<file path="src/rtl/ole_pkg.sv">
`default_nettype none

package ole_pkg;

    localparam int LIST_DEPTH_DEF = 16;
    localparam int DATA_WIDTH_DEF = 32;

    // Request opcodes
    typedef logic [1:0] t_cmd;
    localparam t_cmd CMD_APPEND   = 2'd0;
    localparam t_cmd CMD_DELETE   = 2'd1;
    localparam t_cmd CMD_TRAVERSE = 2'd2;

    // Result status codes
    typedef logic [1:0] t_status;
    localparam t_status ST_OK        = 2'd0;
    localparam t_status ST_EMPTY     = 2'd1;
    localparam t_status ST_NOT_FOUND = 2'd2;
    localparam t_status ST_FULL      = 2'd3;

    // Controller -> datapath commands
    typedef struct packed {
        logic    load;        // capture request fields, clear index
        logic    rd;          // registered memory read
        logic    rd_next;     // read at index + 1 instead of index
        logic    wr_append;   // write value at tail, count + 1
        logic    wr_shift;    // write read data at index
        logic    idx_inc;     // index + 1
        logic    cnt_dec;     // count - 1
        logic    out_load;    // load output register
        logic    out_data;    // result value from read data, else zero
        t_status out_status;
        logic    out_last;
    } t_dp_cmd;

    // Datapath -> controller status
    typedef struct packed {
        t_cmd cmd;
        logic cnt_zero;
        logic cnt_full;
        logic match;
        logic at_tail;        // index + 1 == count
        logic out_free;       // output register can take a result this cycle
    } t_dp_sts;

endpackage

`default_nettype wire

</file>
<file path="src/rtl/ole_req_if.sv">
`default_nettype none

interface ole_req_if;
    import ole_pkg::*;

    logic        valid;
    logic        ready;
    t_cmd        cmd;
    logic [31:0] item_value;

    modport source (output valid, output cmd, output item_value, input ready);
    modport sink   (input valid, input cmd, input item_value, output ready);
endinterface

`default_nettype wire

</file>
<file path="src/rtl/ole_rsp_if.sv">
`default_nettype none

interface ole_rsp_if;
    import ole_pkg::*;

    logic        valid;
    logic        ready;
    logic [31:0] result_value;
    t_status     status;
    logic        last;

    modport source (output valid, output result_value, output status, output last,
                    input ready);
    modport sink   (input valid, input result_value, input status, input last,
                    output ready);
endinterface

`default_nettype wire

</file>
<file path="src/rtl/ole_datapath.sv">
`default_nettype none

module ole_datapath
    import ole_pkg::*;
#(
    parameter int LIST_DEPTH = LIST_DEPTH_DEF,
    parameter int DATA_WIDTH = DATA_WIDTH_DEF
) (
    input  wire logic        i_clk,
    input  wire logic        i_rst_n,
    input  wire t_dp_cmd     i_ctl,
    input  wire t_cmd        i_cmd,
    input  wire logic [31:0] i_item_value,
    input  wire logic        i_out_ready,
    output t_dp_sts          o_sts,
    output logic             o_out_valid,
    output logic [31:0]      o_result_value,
    output t_status          o_status,
    output logic             o_last
);

    localparam int IW = $clog2(LIST_DEPTH);
    localparam int CW = $clog2(LIST_DEPTH + 1);

    t_cmd                  r_cmd;
    logic [DATA_WIDTH-1:0] r_val;
    logic [IW-1:0]         r_idx;
    logic [CW-1:0]         r_count;
    logic [DATA_WIDTH-1:0] r_rdata;
    logic [DATA_WIDTH-1:0] r_mem [LIST_DEPTH];

    logic                  r_out_valid;
    logic [31:0]           r_out_value;
    t_status               r_out_status;
    logic                  r_out_last;

    logic [IW-1:0]         idx_next;
    logic [IW-1:0]         rd_addr;

    assign idx_next = r_idx + IW'(1);
    assign rd_addr  = i_ctl.rd_next ? idx_next : r_idx;

    // request capture and index
    always_ff @(posedge i_clk) begin
        if (i_ctl.load) begin
            r_cmd <= i_cmd;
            r_val <= DATA_WIDTH'(i_item_value);
            r_idx <= '0;
        end else if (i_ctl.idx_inc) begin
            r_idx <= idx_next;
        end
    end

    // entry count
    always_ff @(posedge i_clk) begin
        if (!i_rst_n) begin
            r_count <= '0;
        end else if (i_ctl.wr_append) begin
            r_count <= r_count + CW'(1);
        end else if (i_ctl.cnt_dec) begin
            r_count <= r_count - CW'(1);
        end
    end

    // list storage: one write, one registered read
    always_ff @(posedge i_clk) begin
        if (i_ctl.wr_append) begin
            r_mem[r_count[IW-1:0]] <= r_val;
        end else if (i_ctl.wr_shift) begin
            r_mem[r_idx] <= r_rdata;
        end
    end

    always_ff @(posedge i_clk) begin
        if (i_ctl.rd) begin
            r_rdata <= r_mem[rd_addr];
        end
    end

    // output register
    always_ff @(posedge i_clk) begin
        if (!i_rst_n) begin
            r_out_valid <= 1'b0;
        end else if (i_ctl.out_load) begin
            r_out_valid <= 1'b1;
        end else if (i_out_ready) begin
            r_out_valid <= 1'b0;
        end
    end

    always_ff @(posedge i_clk) begin
        if (i_ctl.out_load) begin
            r_out_value  <= i_ctl.out_data ? 32'($signed(r_rdata)) : 32'd0;
            r_out_status <= i_ctl.out_status;
            r_out_last   <= i_ctl.out_last;
        end
    end

    assign o_sts.cmd      = r_cmd;
    assign o_sts.cnt_zero = (r_count == '0);
    assign o_sts.cnt_full = (r_count == CW'(LIST_DEPTH));
    assign o_sts.match    = (r_rdata == r_val);
    assign o_sts.at_tail  = ((CW'(r_idx) + CW'(1)) == r_count);
    assign o_sts.out_free = !r_out_valid || i_out_ready;

    assign o_out_valid    = r_out_valid;
    assign o_result_value = r_out_value;
    assign o_status       = r_out_status;
    assign o_last         = r_out_last;

endmodule

`default_nettype wire

</file>
<file path="src/rtl/ole_ctrl.sv">
`default_nettype none

module ole_ctrl
    import ole_pkg::*;
(
    input  wire logic    i_clk,
    input  wire logic    i_rst_n,
    input  wire logic    i_req_valid,
    output logic         o_req_ready,
    input  wire t_dp_sts i_sts,
    output t_dp_cmd      o_ctl
);

    typedef enum logic [8:0] {
        S_IDLE      = 9'b000000001,
        S_DISPATCH  = 9'b000000010,
        S_SRCH_RD   = 9'b000000100,
        S_SRCH_CMP  = 9'b000001000,
        S_SHIFT_RD  = 9'b000010000,
        S_SHIFT_WR  = 9'b000100000,
        S_TRAV_RD   = 9'b001000000,
        S_TRAV_EMIT = 9'b010000000,
        S_REPLY     = 9'b100000000
    } t_state;

    t_state  r_state, n_state;
    t_status r_status, n_status;

    assign o_req_ready = (r_state == S_IDLE);

    always_comb begin
        n_state    = r_state;
        n_status   = r_status;
        o_ctl      = '0;
        o_ctl.load = o_req_ready && i_req_valid;
        unique case (r_state)
            S_IDLE: begin
                if (i_req_valid) begin
                    n_state = S_DISPATCH;
                end
            end
            S_DISPATCH: begin
                unique case (i_sts.cmd)
                    CMD_APPEND: begin
                        n_state = S_REPLY;
                        if (i_sts.cnt_full) begin
                            n_status = ST_FULL;
                        end else begin
                            o_ctl.wr_append = 1'b1;
                            n_status        = ST_OK;
                        end
                    end
                    CMD_DELETE: begin
                        if (i_sts.cnt_zero) begin
                            n_status = ST_EMPTY;
                            n_state  = S_REPLY;
                        end else begin
                            n_state = S_SRCH_RD;
                        end
                    end
                    CMD_TRAVERSE: begin
                        if (i_sts.cnt_zero) begin
                            n_status = ST_EMPTY;
                            n_state  = S_REPLY;
                        end else begin
                            n_state = S_TRAV_RD;
                        end
                    end
                    default: n_state = S_IDLE;  // unused opcode: no result
                endcase
            end
            S_SRCH_RD: begin
                o_ctl.rd = 1'b1;
                n_state  = S_SRCH_CMP;
            end
            S_SRCH_CMP: begin
                if (i_sts.match) begin
                    n_state = S_SHIFT_RD;
                end else if (i_sts.at_tail) begin
                    n_status = ST_NOT_FOUND;
                    n_state  = S_REPLY;
                end else begin
                    o_ctl.idx_inc = 1'b1;
                    n_state       = S_SRCH_RD;
                end
            end
            S_SHIFT_RD: begin
                // gap reached the tail: drop the last slot
                if (i_sts.at_tail) begin
                    o_ctl.cnt_dec = 1'b1;
                    n_status      = ST_OK;
                    n_state       = S_REPLY;
                end else begin
                    o_ctl.rd      = 1'b1;
                    o_ctl.rd_next = 1'b1;
                    n_state       = S_SHIFT_WR;
                end
            end
            S_SHIFT_WR: begin
                o_ctl.wr_shift = 1'b1;
                o_ctl.idx_inc  = 1'b1;
                n_state        = S_SHIFT_RD;
            end
            S_TRAV_RD: begin
                o_ctl.rd = 1'b1;
                n_state  = S_TRAV_EMIT;
            end
            S_TRAV_EMIT: begin
                if (i_sts.out_free) begin
                    o_ctl.out_load   = 1'b1;
                    o_ctl.out_data   = 1'b1;
                    o_ctl.out_status = ST_OK;
                    o_ctl.out_last   = i_sts.at_tail;
                    if (i_sts.at_tail) begin
                        n_state = S_IDLE;
                    end else begin
                        o_ctl.idx_inc = 1'b1;
                        n_state       = S_TRAV_RD;
                    end
                end
            end
            S_REPLY: begin
                if (i_sts.out_free) begin
                    o_ctl.out_load   = 1'b1;
                    o_ctl.out_status = r_status;
                    o_ctl.out_last   = 1'b1;
                    n_state          = S_IDLE;
                end
            end
            default: n_state = S_IDLE;
        endcase
    end

    always_ff @(posedge i_clk) begin
        if (!i_rst_n) begin
            r_state  <= S_IDLE;
            r_status <= ST_OK;
        end else begin
            r_state  <= n_state;
            r_status <= n_status;
        end
    end

    a_no_overwrite: assert property (@(posedge i_clk) disable iff (!i_rst_n)
        o_ctl.out_load |-> i_sts.out_free)
        else $error("output register loaded while occupied");

    a_append_room: assert property (@(posedge i_clk) disable iff (!i_rst_n)
        o_ctl.wr_append |-> !i_sts.cnt_full)
        else $error("append into a full list");

    a_dec_nonempty: assert property (@(posedge i_clk) disable iff (!i_rst_n)
        o_ctl.cnt_dec |-> !i_sts.cnt_zero)
        else $error("count decremented below zero");

    a_one_port: assert property (@(posedge i_clk) disable iff (!i_rst_n)
        !(o_ctl.wr_append && o_ctl.wr_shift))
        else $error("two memory writes in one cycle");

endmodule

`default_nettype wire

</file>
<file path="src/rtl/ordered_list_engine_core.sv">
// Ordered list engine: a packed list of up to LIST_DEPTH signed values, head first.
// Request channel (i_req): cmd and item_value. Append adds after the tail, delete
// removes the first equal entry and closes the gap, traverse walks head to tail.
// Response channel (o_rsp): result_value, status and last. Append and delete give
// one response; traverse gives one per entry (last on the tail) or one empty status.
// Opcode 3 is taken and dropped with no response.
// Timing: one request is worked at a time; i_req.ready is high while idle.
//   append / empty / full: decoded in the dispatch state, response registered in
//   the reply state. delete: a read and a compare state per entry searched, then a
//   read and a write state per entry shifted, set by the list memory with its
//   registered read.
//   traverse: per entry, a read, then a load of the output register.
// Reset clears the entry count and the output valid; list storage is not cleared,
// slots at or above the count are never read.
// A stalled receiver holds the output register; the engine waits before the next
// response but still takes a new request once the current one is done.
`default_nettype none

module ordered_list_engine_core
    import ole_pkg::*;
#(
    parameter int LIST_DEPTH = LIST_DEPTH_DEF,
    parameter int DATA_WIDTH = DATA_WIDTH_DEF
) (
    input  wire logic i_clk,
    input  wire logic i_rst_n,
    ole_req_if.sink   i_req,
    ole_rsp_if.source o_rsp
);

    t_dp_cmd ctl;
    t_dp_sts sts;

    // sequencer: decodes the request, steps search / shift / walk
    ole_ctrl u_ctrl (
        .i_clk       (i_clk),
        .i_rst_n     (i_rst_n),
        .i_req_valid (i_req.valid),
        .o_req_ready (i_req.ready),
        .i_sts       (sts),
        .o_ctl       (ctl)
    );

    // list memory, count, index, compare and output register
    ole_datapath #(
        .LIST_DEPTH (LIST_DEPTH),
        .DATA_WIDTH (DATA_WIDTH)
    ) u_datapath (
        .i_clk          (i_clk),
        .i_rst_n        (i_rst_n),
        .i_ctl          (ctl),
        .i_cmd          (i_req.cmd),
        .i_item_value   (i_req.item_value),
        .i_out_ready    (o_rsp.ready),
        .o_sts          (sts),
        .o_out_valid    (o_rsp.valid),
        .o_result_value (o_rsp.result_value),
        .o_status       (o_rsp.status),
        .o_last         (o_rsp.last)
    );

endmodule

`default_nettype wire
</file>
<file path="src/flat_wrapper.sv">
// flat-port wrapper written by rule: the top's interface ports become plain ports
module ordered_list_engine_core_flat import ole_pkg::*;
#(
    parameter int LIST_DEPTH = LIST_DEPTH_DEF,
    parameter int DATA_WIDTH = DATA_WIDTH_DEF
)
  (i_clk, i_rst_n, i_req_valid, i_req_cmd, i_req_item_value, i_req_ready, o_rsp_valid, o_rsp_result_value, o_rsp_status, o_rsp_last, o_rsp_ready);
  ole_req_if i_req_i ();
  ole_rsp_if o_rsp_i ();
  input  wire logic i_clk;
  input  wire logic i_rst_n;
  input wire logic [$bits(i_req_i.valid)-1:0] i_req_valid;
  input wire logic [$bits(i_req_i.cmd)-1:0] i_req_cmd;
  input wire logic [$bits(i_req_i.item_value)-1:0] i_req_item_value;
  output wire logic [$bits(i_req_i.ready)-1:0] i_req_ready;
  output wire logic [$bits(o_rsp_i.valid)-1:0] o_rsp_valid;
  output wire logic [$bits(o_rsp_i.result_value)-1:0] o_rsp_result_value;
  output wire logic [$bits(o_rsp_i.status)-1:0] o_rsp_status;
  output wire logic [$bits(o_rsp_i.last)-1:0] o_rsp_last;
  input wire logic [$bits(o_rsp_i.ready)-1:0] o_rsp_ready;
  assign i_req_i.valid = i_req_valid;
  assign i_req_i.cmd = i_req_cmd;
  assign i_req_i.item_value = i_req_item_value;
  assign i_req_ready = i_req_i.ready;
  assign o_rsp_valid = o_rsp_i.valid;
  assign o_rsp_result_value = o_rsp_i.result_value;
  assign o_rsp_status = o_rsp_i.status;
  assign o_rsp_last = o_rsp_i.last;
  assign o_rsp_i.ready = o_rsp_ready;
  ordered_list_engine_core #(.LIST_DEPTH(LIST_DEPTH), .DATA_WIDTH(DATA_WIDTH)) u_core (.i_clk(i_clk), .i_rst_n(i_rst_n), .i_req(i_req_i), .o_rsp(o_rsp_i));
endmodule
</file>
<file path="config.mk">
export PLATFORM = sky130hd
export DESIGN_NAME = ordered_list_engine_core_flat
export DESIGN_NICKNAME = d
export VERILOG_FILES = /design/src/rtl/ole_pkg.sv /design/src/rtl/ole_req_if.sv /design/src/rtl/ole_rsp_if.sv /design/src/rtl/ole_datapath.sv /design/src/rtl/ole_ctrl.sv /design/src/rtl/ordered_list_engine_core.sv /design/src/flat_wrapper.sv
export SDC_FILE = /design/constraint.sdc
export NUM_CORES = 1
export LEC_CHECK = 0
export BUFFER_PORTS_ARGS = -buffer_cell sky130_fd_sc_hd__buf_2
export CAP_MARGIN = 10
export CORE_MARGIN = 5
export CORE_UTILIZATION = 60
export DETAILED_ROUTE_END_ITERATION = 8
export PLACE_DENSITY = 0.83
export SYNTH_ARGS = -nofsm -noshare
export SYNTH_HDL_FRONTEND = slang
export SYNTH_SLANG_ARGS = --single-unit
</file>
<file path="constraint.sdc">
create_clock -name i_clk -period 12.5 [get_ports i_clk]
set_input_delay 1.25 -clock i_clk [delete_from_list [all_inputs] [get_ports i_clk]]
set_output_delay 1.25 -clock i_clk [all_outputs]
set_load 0.1 [all_outputs]
</file>
---- Word-level counts from Yosys, hierarchy flattened ----
Memory sizes are Yosys's and may differ from the RTL's. A register that Yosys moved wholly into a read port is not among the register bits.
Cells that the tools add are included.
cells by class
  reductions and logical operators ........ 13
  mux-type cells .......................... 50
  equal/unequal tests ..................... 22
  $add $sub $neg .......................... 4
operator list
  cell                  number
  $pmux W9 S9           1
  $mux W9               8
  $eq A32 B32 Y1        1
  $mux W32              1
  $reduce_or A32 Y1     1
  $pmux W9 S3           1
  $mux W1               20
  $mux W5               3
  $mux W2               6
  $eq A9 B1 Y1 const B  1
  $eq A9 B2 Y1 const B  1
  $eq A9 B3 Y1 const B  1
  $eq A9 B4 Y1 const B  1
  $eq A9 B5 Y1 const B  1
  $eq A9 B6 Y1 const B  1
  $eq A9 B7 Y1 const B  1
  $eq A9 B8 Y1 const B  1
  $eq A9 B9 Y1 const B  1
  $mux W4               2
  $ne A2 B2 Y1 const B  4
  $mux W7               1
  $ne A3 B2 Y1 const B  2
  $pmux W2 S3           1
  $pmux W3 S2           1
  other kinds (23)      27
word-level totals
  memory bits (writable) .................. 512
  register bits after elaboration ......... 90
  memories ................................ 1
  input port bits ......................... 38
  logic and storage cells ................. 100
  output and inout port bits .............. 37
memory list
  name                     depth  width  read ports  clocked after memory_dff  wr ports  line                RTL
  u_core.u_datapath.r_mem  16     32     1           1                         1         ole_datapath.sv:30  logic [DATA_WIDTH-1:0] r_mem [LIST_DEPTH];

---- Depth between registers and ports, before layout ----
  depth after elaboration ................. 8
  gate-level depth with buffers ........... 14
  mapped depth without buffers ............ 11

---- Cells and area by module ----
From an unflattened synthesis, not the netlist that was laid out.
second synthesis, totals
  cell total of the unflattened synthesis .. 2019
  area, all modules ....................... 29049.1 sq um
modules (own cells, without submodules)
  module        seq. area each (sq um)  area an instance (sq um)  times used  cells each
  ole_datapath  18607.8                 28158.3                   1           1900
  ole_ctrl      220.2                   890.9                     1           119

---- Least setup slack after synthesis ----
OpenSTA, ideal clock, no wires.
  kind .................................... input to register
  start ................................... input i_req_valid
  end ..................................... register u_core.u_datapath.r_cmd[0], enable pin
  data required time ...................... 11.977 ns
  buffers on the path ..................... 0
  slack ................................... 7.094 ns
  library setup time ...................... 0.523 ns
  stages .................................. 2
  arrival time ............................ 4.883 ns
  path through ............................ inv_1 -> nor4_1
RTL lines
  what                  line                RTL
  start, declared       flat_wrapper.sv:12  input wire logic [$bits(i_req_i.valid)-1:0] i_req_valid;
  end signal, assigned  ole_datapath.sv:46  r_cmd <= i_cmd;
  end, declared         ole_datapath.sv:25  t_cmd r_cmd;

---- Final worst setup path ----
  start ................................... register u_core.u_datapath.r_idx[0]
  end ..................................... register u_core.u_datapath.r_rdata[12], read port of u_core.u_datapath.r_mem (data pin)
on the way
  cells in the longest elaborated chain, start to end .. 5
  elaborated cells on any way between the ends .. 7
  classes of those cells .................. add/sub: 2; eq/ne: 1; mux: 4
RTL lines
  what                    line                 RTL
  start, declared         ole_datapath.sv:27   logic [IW-1:0] r_idx;
  start signal, assigned  ole_datapath.sv:50   r_idx <= idx_next;
  $add A4 B1 Y5           ole_datapath.sv:103  assign o_sts.at_tail = ((CW'(r_idx) + CW'(1)) == r_count);
  $eq A5 B5 Y1            ole_datapath.sv:103
  $mux W2                 ole_ctrl.sv:89       if (i_sts.at_tail) begin
  $mux W1                 ole_ctrl.sv:36       unique case (r_state)
  $mux W4                 ole_datapath.sv:41   assign rd_addr = i_ctl.rd_next ? idx_next : r_idx;
  end, declared           ole_datapath.sv:29   logic [DATA_WIDTH-1:0] r_rdata;
Several ways; a longest one is shown, not always the timed one.
A chain may end at the register's enable or synchronous reset.

==> impl_metrics.toml <==
[critical_path]
endpoint = "u_core.u_datapath.r_rdata[12]"
crit_path_end_kind = "flip-flop"
worstPathMaxFanout = 65
required_ps = 12860
startpoint = "u_core.u_datapath.r_idx[0]"
r2r_start = "u_core.u_datapath.r_idx[0]"
path_cells = "ha_1 -> nand3b_1 -> a221oi_1 -> o211a_1 -> nor3_4 -> buf_4 -> nor2_4 -> buf_4 -> mux2_2 -> a2111oi_0 -> or4b_1"
crit_type = "reg -> reg"
slowest_delay_ps = 870
worstReg2RegEnd = "u_core.u_datapath.r_rdata[12]"
path_common_cell = "buf_4"
startpoint_type = "flip-flop"
cp.arrival_ps = 6660
reg2reg_depth = 11
r2r_slack_ps = 6200
cp_slowest_cell = "nor2_4"

[clocking]
holdBufCountCts = 0
cts_made_buffers = 60
cts_buffer_depth = 3
clk_latency_ps = 630
root_buffer = "clkbuf_16"
clock_sinks = 634
clk_pin_slew_worst_paths_ps = 60
cts_htree_levels = 2
cts_resized = 0
cts_tree = "yes"
postCtsSetupRepairBufs = 0

[synth]
synth_top_family_by_area = "compound AO/OA/AOI/OAI gates"
synth-simple-area-share_pct = 8.534
ys_seq_area_share_pct = 69.91
synth-seq-cells = 634
synth_area_um2 = 26930
synth-xor-area-share_pct = 1.626
ys_types = 72
syn_area_per_cell_um2 = 14.50
synth_area_leaders = "edfxtp_1, mux2_2, mux2i_1"
synthDominantCellAreaShare_pct = 68.35
synthCells = 1857
yosys.area.top_type = "edfxtp_1"
synth_warnings = 0
synth-compound-area-share_pct = 10.26
synth_fa_ha_area_share_pct = 0.4460
synth.area.mux_share_pct = 6.797
ys.flop_type = "edfxtp_1"
synth_nets = 1904
synth_async_sr_flop_share_pct = 0
synth_edf_count = 613

[placement]
portBuffers = 74
gp_congestion = 0.8548
hpwl_um = 39630

[power_and_ir_drop]
p_sw_share_pct = 20.30
p_per_area_nw_per_um2 = 141.9
peakVddDrop_v = 0.0001244
p_clk_share_pct = 42.2
seqPwrFrac_pct = 55.7
p_sw_uw = 862.2
power.internal_mw = 3.385
cellLeakagePower_nw = 10.12
pwr-share-comb_pct = 2.1

[sta]
timing.slew.headroom_pct = 11.55
hold_ws_ps = 504.0
finalCritPeriodShare_pct = 50.38
finalClockSkew_ps = 20.78
rsz0062_at_grt = "false"
fmax_mhz = 158.8
setup_viol = 0
hold_viol = 0
finalCriticalPeriod_ps = 6297
fin_setup_tns_ps = 0
tightest_slew_ps = 1322
report.final.slew_viol_count = 0

[drt]
num_vias = 17920
routed_wl_um = 74060
dr.pass1.iters = 9
avgRoutedWirePerCell_um = 29.30
ant_nets = 0
drc = 5
drtIter0Drc = 2964
drt-vias-per-instance = 7.088

[die]
std_cell_rows = 77
start_util_pct = 60.77
pin_count = 75
die_h_um = 221.9
die_w_um = 221.9
die-area_um2 = 49220
coreArea_um2 = 44320

[run]
cap_violations = 0

[layout]
fillers = 2902
areaGrowthSynthToFinish_pct = 11.14
multi_input_comb_area_um2 = 7722
seq_area_um2 = 18830
layout_common_cells = "edfxtp_1, nand2_1, o21ai_0"
layout-drive-gt1-share_pct = 17.77
diodes = 0
nets = 1935
final_common_cell = "edfxtp_1"

[run_status]
status = "complete, but fails checks"
violations = "DRC"

[global_route]
grt_max_degree = 82
grt_antenna_before_repair = 1
overflow = 0
grtUsageTotal_pct = 29.22
grt_pass1_wl_um = 110000
grt_pass1_vias = 18080

[min_path]
holdCritPathClass = "reg -> reg"
[registers in the layout, indices dropped and copies added (netlist names)]
name	count
u_core.u_datapath.r_cmd	2
u_core.u_datapath.r_mem	512
u_core.u_ctrl.r_state	9
u_core.u_datapath.o_status	2
u_core.u_datapath.r_count	5
u_core.u_datapath.o_out_valid	1
u_core.u_datapath.r_val	32
u_core.u_datapath.o_result_value	32
u_core.u_ctrl.r_status	2
u_core.u_datapath.r_rdata	32
u_core.u_datapath.r_idx	4
u_core.u_datapath.o_last	1
[routing by layer]
metal	global-route usage [%]	vias to the layer above	part of all wire (%)
li1	-	7420	-
met1	37.93	8672	34
met2	46.41	1522	47
met3	7.454	304	13
met4	14.50	0	5.6
met5	0	-	0
[metrics by stage]
| stage | cell area [um^2] | setup WS, ps | total power [mW] | utilization [%] | instances |
|---|---|---|---|---|---|
| after floorplan | 26930 | 7094 | 2.457 | - | 1857 |
| after global placement | 28000 | 6643 | 2.494 | 63.18 | 2417 |
| after detailed placement | 28000 | 6330 | 2.498 | 63.18 | 2417 |
| after CTS | 29910 | 6323 | 4.251 | 67.50 | 2527 |
| after global routing | 29930 | 6014 | 4.360 | 67.54 | 2528 |
| final | 29930 | 6203 | 4.247 | 67.54 | 2528 |
[power groups by stage]
stage / sequential, mW / combinational (mW) / clock (mW)
2_1_floorplan: 2.40 / 0.0546 / 0
3_3_place_gp: 2.41 / 0.0861 / 0
3_5_place_dp: 2.41 / 0.0906 / 0
4_1_cts: 2.36 / 0.0914 / 1.80
5_1_grt: 2.36 / 0.0994 / 1.90
6_report: 2.36 / 0.0913 / 1.79
[worst min-delay path by stage]
| stage | cells after the start | end | start | slack [ps] |
|---|---|---|---|---|
| after floorplan | 2 | u_core.u_ctrl.r_status[0] | u_core.u_ctrl.r_status[0] | 450 |
| after global placement | 2 | u_core.u_ctrl.r_status[0] | u_core.u_ctrl.r_status[0] | 480 |
| after detailed placement | 2 | u_core.u_ctrl.r_status[0] | u_core.u_ctrl.r_status[0] | 480 |
| after CTS | 2 | u_core.u_ctrl.r_status[0] | u_core.u_ctrl.r_status[0] | 510 |
| after global routing | 2 | u_core.u_ctrl.r_status[0] | u_core.u_ctrl.r_status[0] | 540 |
| final | 2 | u_core.u_ctrl.r_status[0] | u_core.u_ctrl.r_status[0] | 500 |
[kinds of logic after synthesis]
kind of cell / Yosys count
mux: 166
compound gates: 414
flops: 634
xor+xnor: 50
fa+ha+maj: 9
buf+inv: 156
simple gates: 428
[Yosys cell counts, types with 14 or more instances]
cell,instances
a2111oi_0,31
a211oi_1,36
a21oi_1,104
a222oi_1,64
and2_1,37
buf_1,14
buf_2,18
clkbuf_1,106
dfxtp_1,21
edfxtp_1,613
mux2_2,82
mux2i_1,70
nand2_1,107
nand3_1,70
nand4_1,42
nor2_1,82
o21ai_0,106
o22ai_1,31
or4b_1,31
xnor2_1,43
[worst max-delay path: cells and delay by family, from the launching register on]
kind	cells	cell delay [ps]
AND/OR/NAND/NOR	4	1580
AO/OA/AOI/OAI	3	1560
buffers and inverters	2	1150
flip-flops	1	780
adder cells (fa/ha/maj)	1	470
multiplexers	1	420
[layout make-up]
type | count | share of cell area, %
Sequential cell | 634 | 62.91
Multi-Input combinational cell | 1067 | 25.80
Clock buffer | 78 | 5.409
Tap cell | 592 | 2.475
Timing Repair Buffer | 115 | 2.307
Clock inverter | 32 | 0.9781
Inverter | 10 | 0.1254
Power figures use the tool's default switching activity.
